### config.mk
export PLATFORM = sky130hd
export DESIGN_NAME = rjh_ctrl
export DESIGN_NICKNAME = d
export VERILOG_FILES = /design/src/rjh_pkg.sv /design/src/rjh_ctrl.sv
export SDC_FILE = /design/constraint.sdc
export NUM_CORES = 1
export LEC_CHECK = 0
export ABC_AREA = 1
export BUFFER_PORTS_ARGS = -buffer_cell sky130_fd_sc_hd__buf_2
export CORE_MARGIN = 2
export CORE_UTILIZATION = 54
export CTS_CLUSTER_SIZE = 30
export DETAILED_ROUTE_END_ITERATION = 10
export PLACE_DENSITY = 0.78
export SKIP_LAST_GASP = 1
export SYNTH_ARGS = -nofsm -noshare
export SYNTH_HDL_FRONTEND = slang
export SYNTH_SLANG_ARGS = --single-unit
### constraint.sdc
create_clock -name i_clk -period 2.7 [get_ports i_clk]
set_clock_uncertainty 0.1 [all_clocks]
set_input_delay 0.54 -clock i_clk [delete_from_list [all_inputs] [get_ports i_clk]]
set_output_delay 0.54 -clock i_clk [all_outputs]
set_load 0.02 [all_outputs]
### src/rjh_pkg.sv
// ----------------------------------------------------------------------------
// rjh_pkg
// Shared types, constants and the sequencer program of the reprojection
// Jacobian block.
// ----------------------------------------------------------------------------
package rjh_pkg;

    // word format
    localparam int WORD_W  = 32;
    localparam int FRAC_W  = 16;
    localparam int ACC_W   = 52;
    localparam int DIVN_W  = WORD_W + FRAC_W;
    localparam int SQRT_W  = 2 * WORD_W;
    localparam int WGT_W   = FRAC_W + 1;
    localparam int THR_W   = WORD_W - 1;
    localparam int POSE_N  = 12;
    localparam int POSE_AW = 4;
    localparam int PC_W    = 7;
    localparam int IN_W    = 200;
    localparam int OUT_W   = 312;

    localparam logic [WORD_W-1:0] W_MAX     = {1'b0, {(WORD_W-1){1'b1}}};
    localparam logic [WORD_W-1:0] W_MIN     = {1'b1, {(WORD_W-1){1'b0}}};
    localparam logic [WGT_W-1:0]  W_ONE     = {1'b1, {FRAC_W{1'b0}}};
    localparam logic [THR_W-1:0]  THR_RESET = THR_W'(655);

    // configuration register indexes
    localparam logic [1:0] CFG_ALPHA = 2'd0;
    localparam logic [1:0] CFG_BETA  = 2'd1;
    localparam logic [1:0] CFG_RHO   = 2'd2;
    localparam logic [1:0] CFG_THR   = 2'd3;

    // input kinds
    localparam logic KIND_POSE = 1'b0;
    localparam logic KIND_MEAS = 1'b1;

    typedef enum logic [4:0] {
        OP_CLR, OP_MUL, OP_ACCP, OP_SUBP, OP_ADD, OP_SUB, OP_SAT, OP_DIV,
        OP_DIVW, OP_SETS, OP_NSQRT, OP_NSQW, OP_BRANCH, OP_WDIV, OP_WSQRT,
        OP_WSQW, OP_DONE
    } t_op;

    typedef enum logic [3:0] {
        SRC_POSE, SRC_ALPHA, SRC_BETA, SRC_RHO, SRC_H0, SRC_H1, SRC_H2,
        SRC_C0, SRC_C1, SRC_C2, SRC_PR0, SRC_PR1, SRC_R0, SRC_R1,
        SRC_MU, SRC_MV
    } t_src;

    typedef enum logic [3:0] {
        DST_H0, DST_H1, DST_H2, DST_C0, DST_C1, DST_C2, DST_PR0, DST_PR1,
        DST_J0, DST_J1, DST_J2, DST_J3, DST_J4, DST_J5, DST_R0, DST_R1
    } t_dst;

    typedef struct packed {
        t_op                op;
        t_src               sa;
        t_src               sb;
        logic [POSE_AW-1:0] pa;
        t_dst               dst;
    } t_uop;

    typedef struct packed {
        logic pose_we;
        logic meas_take;
        logic uop_en;
        logic load_out;
        t_uop uop;
    } t_cmd;

    typedef struct packed {
        logic unit_done;
        logic norm_le_thr;
        logic out_free;
    } t_stat;

    localparam logic [PC_W-1:0] PC_DONE = PC_W'(92);

    function automatic t_uop mk(input t_op op, input t_src sa, input t_src sb,
                                input int pa, input t_dst dst);
        t_uop u;
        u.op  = op;
        u.sa  = sa;
        u.sb  = sb;
        u.pa  = POSE_AW'(pa);
        u.dst = dst;
        return u;
    endfunction

    // sequencer program: one micro-op per step
    function automatic t_uop rom(input logic [PC_W-1:0] pc);
        t_uop u;
        u = mk(OP_DONE, SRC_POSE, SRC_POSE, 0, DST_H0);
        case (pc)
            // h = R*[alpha, beta, 1] + rho*t, one row at a time
            7'd0:  u = mk(OP_CLR,  SRC_POSE,  SRC_POSE,  0,  DST_H0);
            7'd1:  u = mk(OP_MUL,  SRC_POSE,  SRC_ALPHA, 0,  DST_H0);
            7'd2:  u = mk(OP_ACCP, SRC_POSE,  SRC_POSE,  0,  DST_H0);
            7'd3:  u = mk(OP_MUL,  SRC_POSE,  SRC_BETA,  1,  DST_H0);
            7'd4:  u = mk(OP_ACCP, SRC_POSE,  SRC_POSE,  0,  DST_H0);
            7'd5:  u = mk(OP_ADD,  SRC_POSE,  SRC_POSE,  2,  DST_H0);
            7'd6:  u = mk(OP_MUL,  SRC_POSE,  SRC_RHO,   3,  DST_H0);
            7'd7:  u = mk(OP_ACCP, SRC_POSE,  SRC_POSE,  0,  DST_H0);
            7'd8:  u = mk(OP_SAT,  SRC_POSE,  SRC_POSE,  0,  DST_H0);
            7'd9:  u = mk(OP_CLR,  SRC_POSE,  SRC_POSE,  0,  DST_H1);
            7'd10: u = mk(OP_MUL,  SRC_POSE,  SRC_ALPHA, 4,  DST_H1);
            7'd11: u = mk(OP_ACCP, SRC_POSE,  SRC_POSE,  0,  DST_H1);
            7'd12: u = mk(OP_MUL,  SRC_POSE,  SRC_BETA,  5,  DST_H1);
            7'd13: u = mk(OP_ACCP, SRC_POSE,  SRC_POSE,  0,  DST_H1);
            7'd14: u = mk(OP_ADD,  SRC_POSE,  SRC_POSE,  6,  DST_H1);
            7'd15: u = mk(OP_MUL,  SRC_POSE,  SRC_RHO,   7,  DST_H1);
            7'd16: u = mk(OP_ACCP, SRC_POSE,  SRC_POSE,  0,  DST_H1);
            7'd17: u = mk(OP_SAT,  SRC_POSE,  SRC_POSE,  0,  DST_H1);
            7'd18: u = mk(OP_CLR,  SRC_POSE,  SRC_POSE,  0,  DST_H2);
            7'd19: u = mk(OP_MUL,  SRC_POSE,  SRC_ALPHA, 8,  DST_H2);
            7'd20: u = mk(OP_ACCP, SRC_POSE,  SRC_POSE,  0,  DST_H2);
            7'd21: u = mk(OP_MUL,  SRC_POSE,  SRC_BETA,  9,  DST_H2);
            7'd22: u = mk(OP_ACCP, SRC_POSE,  SRC_POSE,  0,  DST_H2);
            7'd23: u = mk(OP_ADD,  SRC_POSE,  SRC_POSE,  10, DST_H2);
            7'd24: u = mk(OP_MUL,  SRC_POSE,  SRC_RHO,   11, DST_H2);
            7'd25: u = mk(OP_ACCP, SRC_POSE,  SRC_POSE,  0,  DST_H2);
            7'd26: u = mk(OP_SAT,  SRC_POSE,  SRC_POSE,  0,  DST_H2);
            // depth row of W over h2
            7'd27: u = mk(OP_DIV,  SRC_POSE,  SRC_H2,    8,  DST_C0);
            7'd28: u = mk(OP_DIVW, SRC_POSE,  SRC_POSE,  0,  DST_C0);
            7'd29: u = mk(OP_SAT,  SRC_POSE,  SRC_POSE,  0,  DST_C0);
            7'd30: u = mk(OP_DIV,  SRC_POSE,  SRC_H2,    9,  DST_C1);
            7'd31: u = mk(OP_DIVW, SRC_POSE,  SRC_POSE,  0,  DST_C1);
            7'd32: u = mk(OP_SAT,  SRC_POSE,  SRC_POSE,  0,  DST_C1);
            7'd33: u = mk(OP_DIV,  SRC_POSE,  SRC_H2,    11, DST_C2);
            7'd34: u = mk(OP_DIVW, SRC_POSE,  SRC_POSE,  0,  DST_C2);
            7'd35: u = mk(OP_SAT,  SRC_POSE,  SRC_POSE,  0,  DST_C2);
            // u row: prediction, Jacobian, residual
            7'd36: u = mk(OP_DIV,  SRC_H0,    SRC_H2,    0,  DST_PR0);
            7'd37: u = mk(OP_DIVW, SRC_POSE,  SRC_POSE,  0,  DST_PR0);
            7'd38: u = mk(OP_SAT,  SRC_POSE,  SRC_POSE,  0,  DST_PR0);
            7'd39: u = mk(OP_DIV,  SRC_POSE,  SRC_H2,    0,  DST_J0);
            7'd40: u = mk(OP_DIVW, SRC_POSE,  SRC_POSE,  0,  DST_J0);
            7'd41: u = mk(OP_MUL,  SRC_PR0,   SRC_C0,    0,  DST_J0);
            7'd42: u = mk(OP_SUBP, SRC_POSE,  SRC_POSE,  0,  DST_J0);
            7'd43: u = mk(OP_SAT,  SRC_POSE,  SRC_POSE,  0,  DST_J0);
            7'd44: u = mk(OP_DIV,  SRC_POSE,  SRC_H2,    1,  DST_J1);
            7'd45: u = mk(OP_DIVW, SRC_POSE,  SRC_POSE,  0,  DST_J1);
            7'd46: u = mk(OP_MUL,  SRC_PR0,   SRC_C1,    0,  DST_J1);
            7'd47: u = mk(OP_SUBP, SRC_POSE,  SRC_POSE,  0,  DST_J1);
            7'd48: u = mk(OP_SAT,  SRC_POSE,  SRC_POSE,  0,  DST_J1);
            7'd49: u = mk(OP_DIV,  SRC_POSE,  SRC_H2,    3,  DST_J2);
            7'd50: u = mk(OP_DIVW, SRC_POSE,  SRC_POSE,  0,  DST_J2);
            7'd51: u = mk(OP_MUL,  SRC_PR0,   SRC_C2,    0,  DST_J2);
            7'd52: u = mk(OP_SUBP, SRC_POSE,  SRC_POSE,  0,  DST_J2);
            7'd53: u = mk(OP_SAT,  SRC_POSE,  SRC_POSE,  0,  DST_J2);
            7'd54: u = mk(OP_CLR,  SRC_POSE,  SRC_POSE,  0,  DST_R0);
            7'd55: u = mk(OP_ADD,  SRC_PR0,   SRC_POSE,  0,  DST_R0);
            7'd56: u = mk(OP_SUB,  SRC_MU,    SRC_POSE,  0,  DST_R0);
            7'd57: u = mk(OP_SAT,  SRC_POSE,  SRC_POSE,  0,  DST_R0);
            // v row
            7'd58: u = mk(OP_DIV,  SRC_H1,    SRC_H2,    0,  DST_PR1);
            7'd59: u = mk(OP_DIVW, SRC_POSE,  SRC_POSE,  0,  DST_PR1);
            7'd60: u = mk(OP_SAT,  SRC_POSE,  SRC_POSE,  0,  DST_PR1);
            7'd61: u = mk(OP_DIV,  SRC_POSE,  SRC_H2,    4,  DST_J3);
            7'd62: u = mk(OP_DIVW, SRC_POSE,  SRC_POSE,  0,  DST_J3);
            7'd63: u = mk(OP_MUL,  SRC_PR1,   SRC_C0,    0,  DST_J3);
            7'd64: u = mk(OP_SUBP, SRC_POSE,  SRC_POSE,  0,  DST_J3);
            7'd65: u = mk(OP_SAT,  SRC_POSE,  SRC_POSE,  0,  DST_J3);
            7'd66: u = mk(OP_DIV,  SRC_POSE,  SRC_H2,    5,  DST_J4);
            7'd67: u = mk(OP_DIVW, SRC_POSE,  SRC_POSE,  0,  DST_J4);
            7'd68: u = mk(OP_MUL,  SRC_PR1,   SRC_C1,    0,  DST_J4);
            7'd69: u = mk(OP_SUBP, SRC_POSE,  SRC_POSE,  0,  DST_J4);
            7'd70: u = mk(OP_SAT,  SRC_POSE,  SRC_POSE,  0,  DST_J4);
            7'd71: u = mk(OP_DIV,  SRC_POSE,  SRC_H2,    7,  DST_J5);
            7'd72: u = mk(OP_DIVW, SRC_POSE,  SRC_POSE,  0,  DST_J5);
            7'd73: u = mk(OP_MUL,  SRC_PR1,   SRC_C2,    0,  DST_J5);
            7'd74: u = mk(OP_SUBP, SRC_POSE,  SRC_POSE,  0,  DST_J5);
            7'd75: u = mk(OP_SAT,  SRC_POSE,  SRC_POSE,  0,  DST_J5);
            7'd76: u = mk(OP_CLR,  SRC_POSE,  SRC_POSE,  0,  DST_R1);
            7'd77: u = mk(OP_ADD,  SRC_PR1,   SRC_POSE,  0,  DST_R1);
            7'd78: u = mk(OP_SUB,  SRC_MV,    SRC_POSE,  0,  DST_R1);
            7'd79: u = mk(OP_SAT,  SRC_POSE,  SRC_POSE,  0,  DST_R1);
            // squared error, norm and robust weight
            7'd80: u = mk(OP_CLR,  SRC_POSE,  SRC_POSE,  0,  DST_H0);
            7'd81: u = mk(OP_MUL,  SRC_R0,    SRC_R0,    0,  DST_H0);
            7'd82: u = mk(OP_ACCP, SRC_POSE,  SRC_POSE,  0,  DST_H0);
            7'd83: u = mk(OP_MUL,  SRC_R1,    SRC_R1,    0,  DST_H0);
            7'd84: u = mk(OP_ACCP, SRC_POSE,  SRC_POSE,  0,  DST_H0);
            7'd85: u = mk(OP_SETS, SRC_POSE,  SRC_POSE,  0,  DST_H0);
            7'd86: u = mk(OP_NSQRT, SRC_POSE, SRC_POSE,  0,  DST_H0);
            7'd87: u = mk(OP_NSQW, SRC_POSE,  SRC_POSE,  0,  DST_H0);
            7'd88: u = mk(OP_BRANCH, SRC_POSE, SRC_POSE, 0,  DST_H0);
            7'd89: u = mk(OP_WDIV, SRC_POSE,  SRC_POSE,  0,  DST_H0);
            7'd90: u = mk(OP_WSQRT, SRC_POSE, SRC_POSE,  0,  DST_H0);
            7'd91: u = mk(OP_WSQW, SRC_POSE,  SRC_POSE,  0,  DST_H0);
            default: u = mk(OP_DONE, SRC_POSE, SRC_POSE, 0,  DST_H0);
        endcase
        return u;
    endfunction

    // saturate an accumulator value to the signed word
    function automatic logic [WORD_W-1:0] sat_w(input logic [ACC_W-1:0] x);
        logic [WORD_W-1:0] r;
        if ((&x[ACC_W-1:WORD_W-1]) || !(|x[ACC_W-1:WORD_W-1])) begin
            r = x[WORD_W-1:0];
        end else if (x[ACC_W-1]) begin
            r = W_MIN;
        end else begin
            r = W_MAX;
        end
        return r;
    endfunction

endpackage

### src/rjh_ctrl.sv
// ----------------------------------------------------------------------------
// rjh_ctrl
// Controller: input handshake and the micro-op sequencer.
// ----------------------------------------------------------------------------
module rjh_ctrl (
    input  logic           i_clk,
    input  logic           i_rst_n,
    input  logic           i_in_valid,
    input  logic           i_in_kind,
    output logic           o_in_ready,
    input  rjh_pkg::t_stat i_stat,
    output rjh_pkg::t_cmd  o_cmd
);

    typedef enum logic [2:0] {
        S_IDLE = 3'b001,
        S_RUN  = 3'b010,
        S_WAIT = 3'b100
    } t_state;

    t_state                    r_state, n_state;
    logic [rjh_pkg::PC_W-1:0]  r_pc, n_pc;
    rjh_pkg::t_uop             uop;
    logic                      is_unit;

    assign uop = rjh_pkg::rom(r_pc);

    always_comb begin
        is_unit = uop.op inside {rjh_pkg::OP_DIV, rjh_pkg::OP_WDIV,
                                 rjh_pkg::OP_NSQRT, rjh_pkg::OP_WSQRT};
    end

    // commands to the datapath
    assign o_in_ready      = (r_state == S_IDLE);
    assign o_cmd.pose_we   = o_in_ready && i_in_valid && (i_in_kind == rjh_pkg::KIND_POSE);
    assign o_cmd.meas_take = o_in_ready && i_in_valid && (i_in_kind == rjh_pkg::KIND_MEAS);
    assign o_cmd.uop_en    = (r_state == S_RUN);
    assign o_cmd.load_out  = (r_state == S_RUN) && (uop.op == rjh_pkg::OP_DONE)
                             && i_stat.out_free;
    assign o_cmd.uop       = uop;

    // sequencer
    always_comb begin
        n_state = r_state;
        n_pc    = r_pc;
        case (r_state)
            S_IDLE: begin
                if (o_cmd.meas_take) begin
                    n_state = S_RUN;
                    n_pc    = '0;
                end
            end
            S_RUN: begin
                if (is_unit) begin
                    n_state = S_WAIT;
                end else if (uop.op == rjh_pkg::OP_BRANCH) begin
                    n_pc = i_stat.norm_le_thr ? rjh_pkg::PC_DONE : r_pc + 1'b1;
                end else if (uop.op == rjh_pkg::OP_DONE) begin
                    if (i_stat.out_free) begin
                        n_state = S_IDLE;
                    end
                end else begin
                    n_pc = r_pc + 1'b1;
                end
            end
            S_WAIT: begin
                if (i_stat.unit_done) begin
                    n_state = S_RUN;
                    n_pc    = r_pc + 1'b1;
                end
            end
            default: begin
                n_state = S_IDLE;
            end
        endcase
    end

    always_ff @(posedge i_clk) begin
        if (!i_rst_n) begin
            r_state <= S_IDLE;
            r_pc    <= '0;
        end else begin
            r_state <= n_state;
            r_pc    <= n_pc;
        end
    end

`ifndef SYNTHESIS
    a_unit_wait: assert property (@(posedge i_clk) disable iff (!i_rst_n)
        (r_state == S_RUN && is_unit) |=> (r_state == S_WAIT))
        else $error("unit start did not enter wait");
    a_load_free: assert property (@(posedge i_clk) disable iff (!i_rst_n)
        o_cmd.load_out |-> i_stat.out_free)
        else $error("output loaded while occupied");
    a_pc_range: assert property (@(posedge i_clk) disable iff (!i_rst_n)
        (r_state != S_IDLE) |-> (r_pc <= rjh_pkg::PC_DONE))
        else $error("sequencer ran past the program");
    a_no_take_busy: assert property (@(posedge i_clk) disable iff (!i_rst_n)
        (r_state == S_WAIT) |-> !o_cmd.meas_take && !o_cmd.pose_we)
        else $error("input taken while busy");
`endif

endmodule

==> results of run 1 <==
-- logic make-up after synthesis --
group	share of synthesized area, %
xor+xnor	0.931
flops	22.0
simple gates	45.1
buf+inv	11.9
fa+ha+maj	4.88
compound gates	15.2
-- worst max-delay path, delay by kind of cell, from the launching register on --
kind / cells / cell delay, ns
flip-flops: 1 / 0.39
AND/OR/NAND/NOR: 15 / 1.52
AO/OA/AOI/OAI: 1 / 0.16
buffers and inverters: 2 / 0.22
adder cells (fa/ha/maj): 1 / 0.24
-- what timing repair did --
action,4_1_cts,5_1_grt
endpoints found under the hold margin,0,0
gates resized for setup,1,35
setup endpoints to repair,3,20
pin swaps,0,2
setup buffers,0,3
-- area by class of cell --
cell class,instances,area (um2),area share [%]
multi-input combinational,354,1950,54.5
sequential,31,624,17.5
timing repair buffer,83,571,16.0
inverter,66,258,7.21
tap,70,87.6,2.45
clock buffer,6,82.6,2.31
clock inverter,1,5.00,0.140
-- per-stage QoR --
stage / setup TNS, ns / util [%] / hold WS [ns] / instance area [um2]
3_3_place_gp: -0.224 / 66.2 / 0.455 / 3360
4_1_cts: 0 / 68.0 / 0.474 / 3450
2_1_floorplan: 0 / - / 0.427 / 2820
5_1_grt: -1.03 / 70.4 / 0.511 / 3570
3_5_place_dp: -0.513 / 66.2 / 0.466 / 3360
6_report: -0.0236 / 70.4 / 0.474 / 3570
-- cell usage in the layout, fill, tap and decap left out, types with 2 or more instances in the layout --
master and instances:
inv_4 2, inv_1 52, clkbuf_8 6, a21oi_1 17, o21ai_1 16, o21bai_1 2
xnor2_1 2, nand2_1 148, nand3_1 38, dfxtp_1 28, nand3_4 5, inv_2 11
o211ai_1 8, nor3_1 5, nand3_2 9, dfxtp_2 3, ha_1 8, ha_2 2
buf_4 47, nor2_2 12, nand2_4 2, nand4_1 4, nor2_4 5, buf_2 32
nand2_2 16, nor2_1 21, a22oi_1 2, buf_6 2, o21ai_0 18
-- cells in the mapped netlist, types with 2 or more instances --
cell / count
a21oi_1: 18
a22oi_1: 2
buf_2: 4
buf_6: 4
clkbuf_1: 3
dfxtp_1: 31
ha_1: 11
inv_1: 54
inv_2: 11
nand2_1: 156
nand2_2: 9
nand3_1: 38
nand3_2: 12
nand3_4: 2
nand4_1: 4
nor2_1: 24
nor2_2: 10
nor2_4: 4
nor3_1: 5
o211ai_1: 8
o21ai_0: 22
o21ai_1: 12
o21bai_1: 2
xnor2_1: 2
-- report_power, final --
part | internal, mW | leakage [nW] | switching (mW)
sequential | 0.571 | 0.253 | 0.0684
clock | 0.200 | 0.0470 | 0.187
combinational | 0.717 | 1.62 | 1.34
total | 1.49 | 1.92 | 1.59
-- state kept, by name (all words and copies together), names as in the netlist --
name     cells
uop         21
r_pc         7
r_state      3
-- how the worst min path moves through the flow --
| stage | cells past startpoint | startpoint | to | slack, ns |
|---|---|---|---|---|
| detailed placement | 2 | r_state[2] | r_state[1] | 0.47 |
| CTS | 2 | r_state[2] | r_state[1] | 0.47 |
| floorplan | 2 | r_state[2] | r_state[1] | 0.43 |
| global placement | 2 | r_state[2] | r_state[1] | 0.46 |
| global route | 2 | r_state[2] | r_state[1] | 0.51 |
| finish | 2 | r_state[2] | r_state[1] | 0.47 |
-- routing by layer --
metal  global-route usage, %  vias up  wire (um)  part of all wire [%]
met3                    7.35       64       1310                    12
li1                        -     1646          -                     -
met4                    14.7        0        541                   5.1
met5                       0        -          0                     0
met1                    46.1     1580       4090                    38
met2                    57.7      255       4700                    44
==> results.sh, run 1 <==
export IMPL_layout_min_cycle_time_ns=2.72
export IMPL_drcViolationCount=0
export IMPL_cap_violations=0
export IMPL_cp_required_ns=2.83
export IMPL_crit_end="uop[16]"
export IMPL_violations="setup timing"
export IMPL_fmax_mhz=368
export IMPL_synth_nets=481
export IMPL_status="finished with violations"
export IMPL_dp_slack_ns=-0.140
export IMPL_slew_headroom_pct=75.3
export IMPL_num_antenna_cells=0
export IMPL_fin_crit_sh_pct=101
export IMPL_setup_viol=2
export IMPL_drt_first_pass_iters=6
export IMPL_ys_ff_latch=31
export IMPL_grt_antenna_before_repair=0
export IMPL_drive_gt1_share_pct=30.3
export IMPL_reg2reg_to="uop[16]"
export IMPL_end_kind="flip-flop"
export IMPL_hold_class="flip-flop to flip-flop"
export IMPL_synth_top_cell_by_area="dfxtp_1"
export IMPL_routed_via_density=5.80
export IMPL_crit_path_frequent_cell="nand2_1"
export IMPL_stdcell_count=611
export IMPL_grt_pass1_wl_mm=16.4
export IMPL_slew_violations=0
export IMPL_ys_warn_count=0
export IMPL_grt_max_degree=17
export IMPL_io_buffers=32
export IMPL_wl_per_cell_um=17.4
export IMPL_core_area_um2=5070
export IMPL_std_cell_rows=26
export IMPL_grt_pass1_vias=3258
export IMPL_hold_violations=0
export IMPL_clkSinkCount=31
export IMPL_synthArstFlopShare_pct=0
export IMPL_synth_distinct_cells=39
export IMPL_die_height_um=76.3
export IMPL_cts_clk_slew_worst_paths_ns=0.07
export IMPL_ctsLongestPathBuffers=2
export IMPL_cts_max_level=2
export IMPL_leakage_nw=1.92
export IMPL_dieArea_um2=5820
export IMPL_nets=559
export IMPL_cp_max_fo=6
export IMPL_cts_tree="built"
export IMPL_netlist_instances=463
export IMPL_ir_drop_uv=483
export IMPL_crit_slowest_cell="dfxtp_2"
export IMPL_dr_total_vias=3545
export IMPL_critPathArrivalTime_ns=2.85
export IMPL_wirelength_mm=10.6
export IMPL_power_density_nw_per_um2=862
export IMPL_yosys_area_top_type_share_pct=22.0
export IMPL_drtAntennaViolNets=0
export IMPL_cts_hold_buffers=0
export IMPL_reg2reg_setup_slack_ns=-0.02
export IMPL_critPathMaxStageDelay_ns=0.39
export IMPL_die_w_um=76.3
export IMPL_syn_area_per_cell_um2=6.10
export IMPL_ys_seq_area_share_pct=22.0
export IMPL_dp_cells=601
export IMPL_path_class="flip-flop to flip-flop"
export IMPL_reg2reg_from="uop[19]"
export IMPL_startpoint="uop[19]"
export IMPL_area_growth_pct=26.6
export IMPL_pin_count=33
export IMPL_rsz0062_at_grt="true"
export IMPL_grt_overflow=0
export IMPL_syn_cell_area_um2=2820
export IMPL_cts_root_buffer="clkbuf_8"
export IMPL_fillers=445
export IMPL_numCtsBuffers=5
export IMPL_start_util_pct=55.6
export IMPL_grt_use_total_pct=35.6
export IMPL_r2r_cells=19
export IMPL_p_total_mw=3.08
export IMPL_path_cells="nand2_1, nand2_1, nand2_1, nand3_2, nand2_2, nor2_4, inv_1, nand2_1, nand3_4, inv_4, ha_2, nand3_4, o21ai_0, nand2_1, nand2_1, nand2_1, nand2_1, nand2_1, nand3_1"
export IMPL_cp_start_kind="flip-flop"
export IMPL_synth_main_ff_cell="dfxtp_1"
export IMPL_tightestPinTransition_ns=0.370
export IMPL_finalWorstSetupSlack_ns=-0.0208
export IMPL_clk_latency_ns=0.29
export IMPL_synth_edf_count=0
export IMPL_synthTopCellsByArea="dfxtp_1, nand2_1, inv_1"
export IMPL_hpwl_mm=7.93
export IMPL_drt_iter0_drc=567
export IMPL_gp_congestion=1.02
Note: power is estimated with default switching activity, not from simulation.
==> inputs of run 2 (changes only) <==
- BUFFER_PORTS_ARGS: -buffer_cell sky130_fd_sc_hd__buf_2 -> unset
- CORE_UTILIZATION: 54 -> 58
- DONT_BUFFER_PORTS: unset -> 1
- PLACE_DENSITY: 0.78 -> 0.76
==> results.sh, run 2 (same netlist as run 1, synthesis figures left out) <==
export IMPL_grt_use_total_pct=36.3
export IMPL_grt_pass1_vias=2988
export IMPL_cts_hold_buffers=0
export IMPL_fmax_mhz=383
export IMPL_clkSinkCount=31
export IMPL_hold_class="input port to flip-flop"
export IMPL_cts_clk_slew_worst_paths_ns=0.07
export IMPL_end_kind="flip-flop"
export IMPL_grt_antenna_before_repair=0
export IMPL_grt_pass1_wl_mm=14.9
export IMPL_cts_root_buffer="clkbuf_8"
export IMPL_hp_start="i_rst_n"
export IMPL_die_w_um=73.8
export IMPL_dieArea_um2=5440
export IMPL_critPathArrivalTime_ns=2.69
export IMPL_cts_max_level=2
export IMPL_status="finished, final reports clean"
export IMPL_pin_count=33
export IMPL_power_density_nw_per_um2=887
export IMPL_grt_overflow=0
export IMPL_finalSetupTns_ns=0
export IMPL_slew_headroom_pct=58.1
export IMPL_comb_power_share_pct=59.8
export IMPL_dp_slack_ns=-0.0186
export IMPL_start_util_pct=59.8
export IMPL_layout_common_cells="nand2_1, inv_1, nand3_1"
export IMPL_pwr_share_seq_pct=24.1
export IMPL_cap_violations=0
export IMPL_drive_gt1_share_pct=25.4
export IMPL_area_growth_pct=20.1
export IMPL_clockPowerShare_pct=16.1
export IMPL_p_int_mw=1.49
export IMPL_fin_area_um2=3390
export IMPL_hold_violations=0
export IMPL_core_area_um2=4720
export IMPL_switching_share_pct=50.5
export IMPL_layout_commonest_cell="nand2_1"
export IMPL_drcViolationCount=0
export IMPL_slew_violations=0
export IMPL_gp_congestion=1.04
export IMPL_drt_first_pass_iters=6
export IMPL_fin_crit_sh_pct=96.8
export IMPL_dr_total_vias=3336
export IMPL_numCtsBuffers=5
export IMPL_num_antenna_cells=0
export IMPL_routed_via_density=5.91
export IMPL_rsz0062_at_grt="true"
export IMPL_die_height_um=73.8
export IMPL_clk_latency_ns=0.29
export IMPL_grt_max_degree=22
export IMPL_ctsLongestPathBuffers=2
export IMPL_reg2reg_setup_slack_ns=0.09
export IMPL_drt_iter0_drc=556
export IMPL_p_sw_mw=1.52
export IMPL_cp_start_kind="flip-flop"
export IMPL_wirelength_mm=9.70
export IMPL_nets=514
export IMPL_finalCoreUtilization_pct=71.8
export IMPL_largest_register_ffs=21
export IMPL_io_buffers=0
export IMPL_cp_max_fo=6
export IMPL_cp_required_ns=2.77
export IMPL_placedInstanceArea_um2=3100
export IMPL_setup_viol=0
export IMPL_finalWorstSetupSlack_ns=0.0864
export IMPL_startpoint="r_state[1]"
export IMPL_fillers=387
export IMPL_layout_min_cycle_time_ns=2.61
export IMPL_path_class="flip-flop to flip-flop"
export IMPL_ir_drop_uv=515
export IMPL_p_total_mw=3.01
export IMPL_std_cell_rows=25
export IMPL_cts_tree="built"
export IMPL_drtAntennaViolNets=0
export IMPL_leakage_nw=1.71
export IMPL_wl_per_cell_um=17.2
export IMPL_tightestPinTransition_ns=0.624
export IMPL_hpwl_mm=7.15
export IMPL_reg2reg_from="r_state[1]"
-- run 2: layer usage --
| layer | GRT usage (%) | share of wire [%] | vias up |
|---|---|---|---|
| met1 | 49.8 | 41 | 1468 |
| met5 | 0 | 0 | - |
| li1 | - | - | 1559 |
| met4 | 14.1 | 3.6 | 0 |
| met2 | 54.1 | 44 | 261 |
| met3 | 9.33 | 11 | 48 |
-- run 2: stage by stage --
step           hold WS (ns)  std cells
2_1_floorplan         0.427        463
3_3_place_gp          0.456        551
3_5_place_dp          0.477        551
4_1_cts               0.239        559
5_1_grt               0.234        564
6_report              0.240        564
-- run 2: repair_timing --
action | in CTS | in global routing
gates cloned | 0 | 1
resized for setup | 2 | 40
setup buffers | 0 | 4
pin swaps | 0 | 3
endpoints found under the setup margin | 2 | 18
-- run 2: worst max-delay path, stage by stage (launching register included) --
cell and delay, ns:
dfxtp_2 0.37, inv_1 0.08, nand3_4 0.10, inv_4 0.07
o21ai_2 0.07, nand2_2 0.12, nor2_4 0.18, inv_1 0.09
nand2_2 0.08, nand3_4 0.10, ha_2 0.25, nand3_1 0.16
nand2_1 0.16, o21ai_0 0.25, nand3_1 0.16, nand2_1 0.09
nand3_1 0.07
-- run 2: power by group through the flow --
stage	Combinational [mW]	Sequential (mW)	Clock, mW
floorplan	1.10	0.729	0
global placement	1.59	0.716	0
detailed placement	1.60	0.721	0
CTS	1.62	0.711	0.492
global route	1.93	0.739	0.504
finish	1.80	0.725	0.485
-- run 2: layout make-up --
| cell class | instances | area (um2) | share of cell area, % |
|---|---|---|---|
| Multi-Input combinational cell | 355 | 1990 | 58.7 |
| Sequential cell | 31 | 633 | 18.7 |
| Timing Repair Buffer | 37 | 307 | 9.04 |
| Inverter | 66 | 258 | 7.60 |
| Tap cell | 67 | 83.8 | 2.47 |
| Clock buffer | 6 | 82.6 | 2.44 |
| Clock inverter | 2 | 35.0 | 1.03 |
-- run 2: path summary, 6_finish.rpt --
| kind | depth (start not counted) | endpoint |
|---|---|---|
| worst max-delay path | 16 | uop[16] |
| worst max register to register | 16 | uop[16] |
| worst min-delay path | 1 | r_state[0] |
| worst min register to register | 2 | r_state[1] |
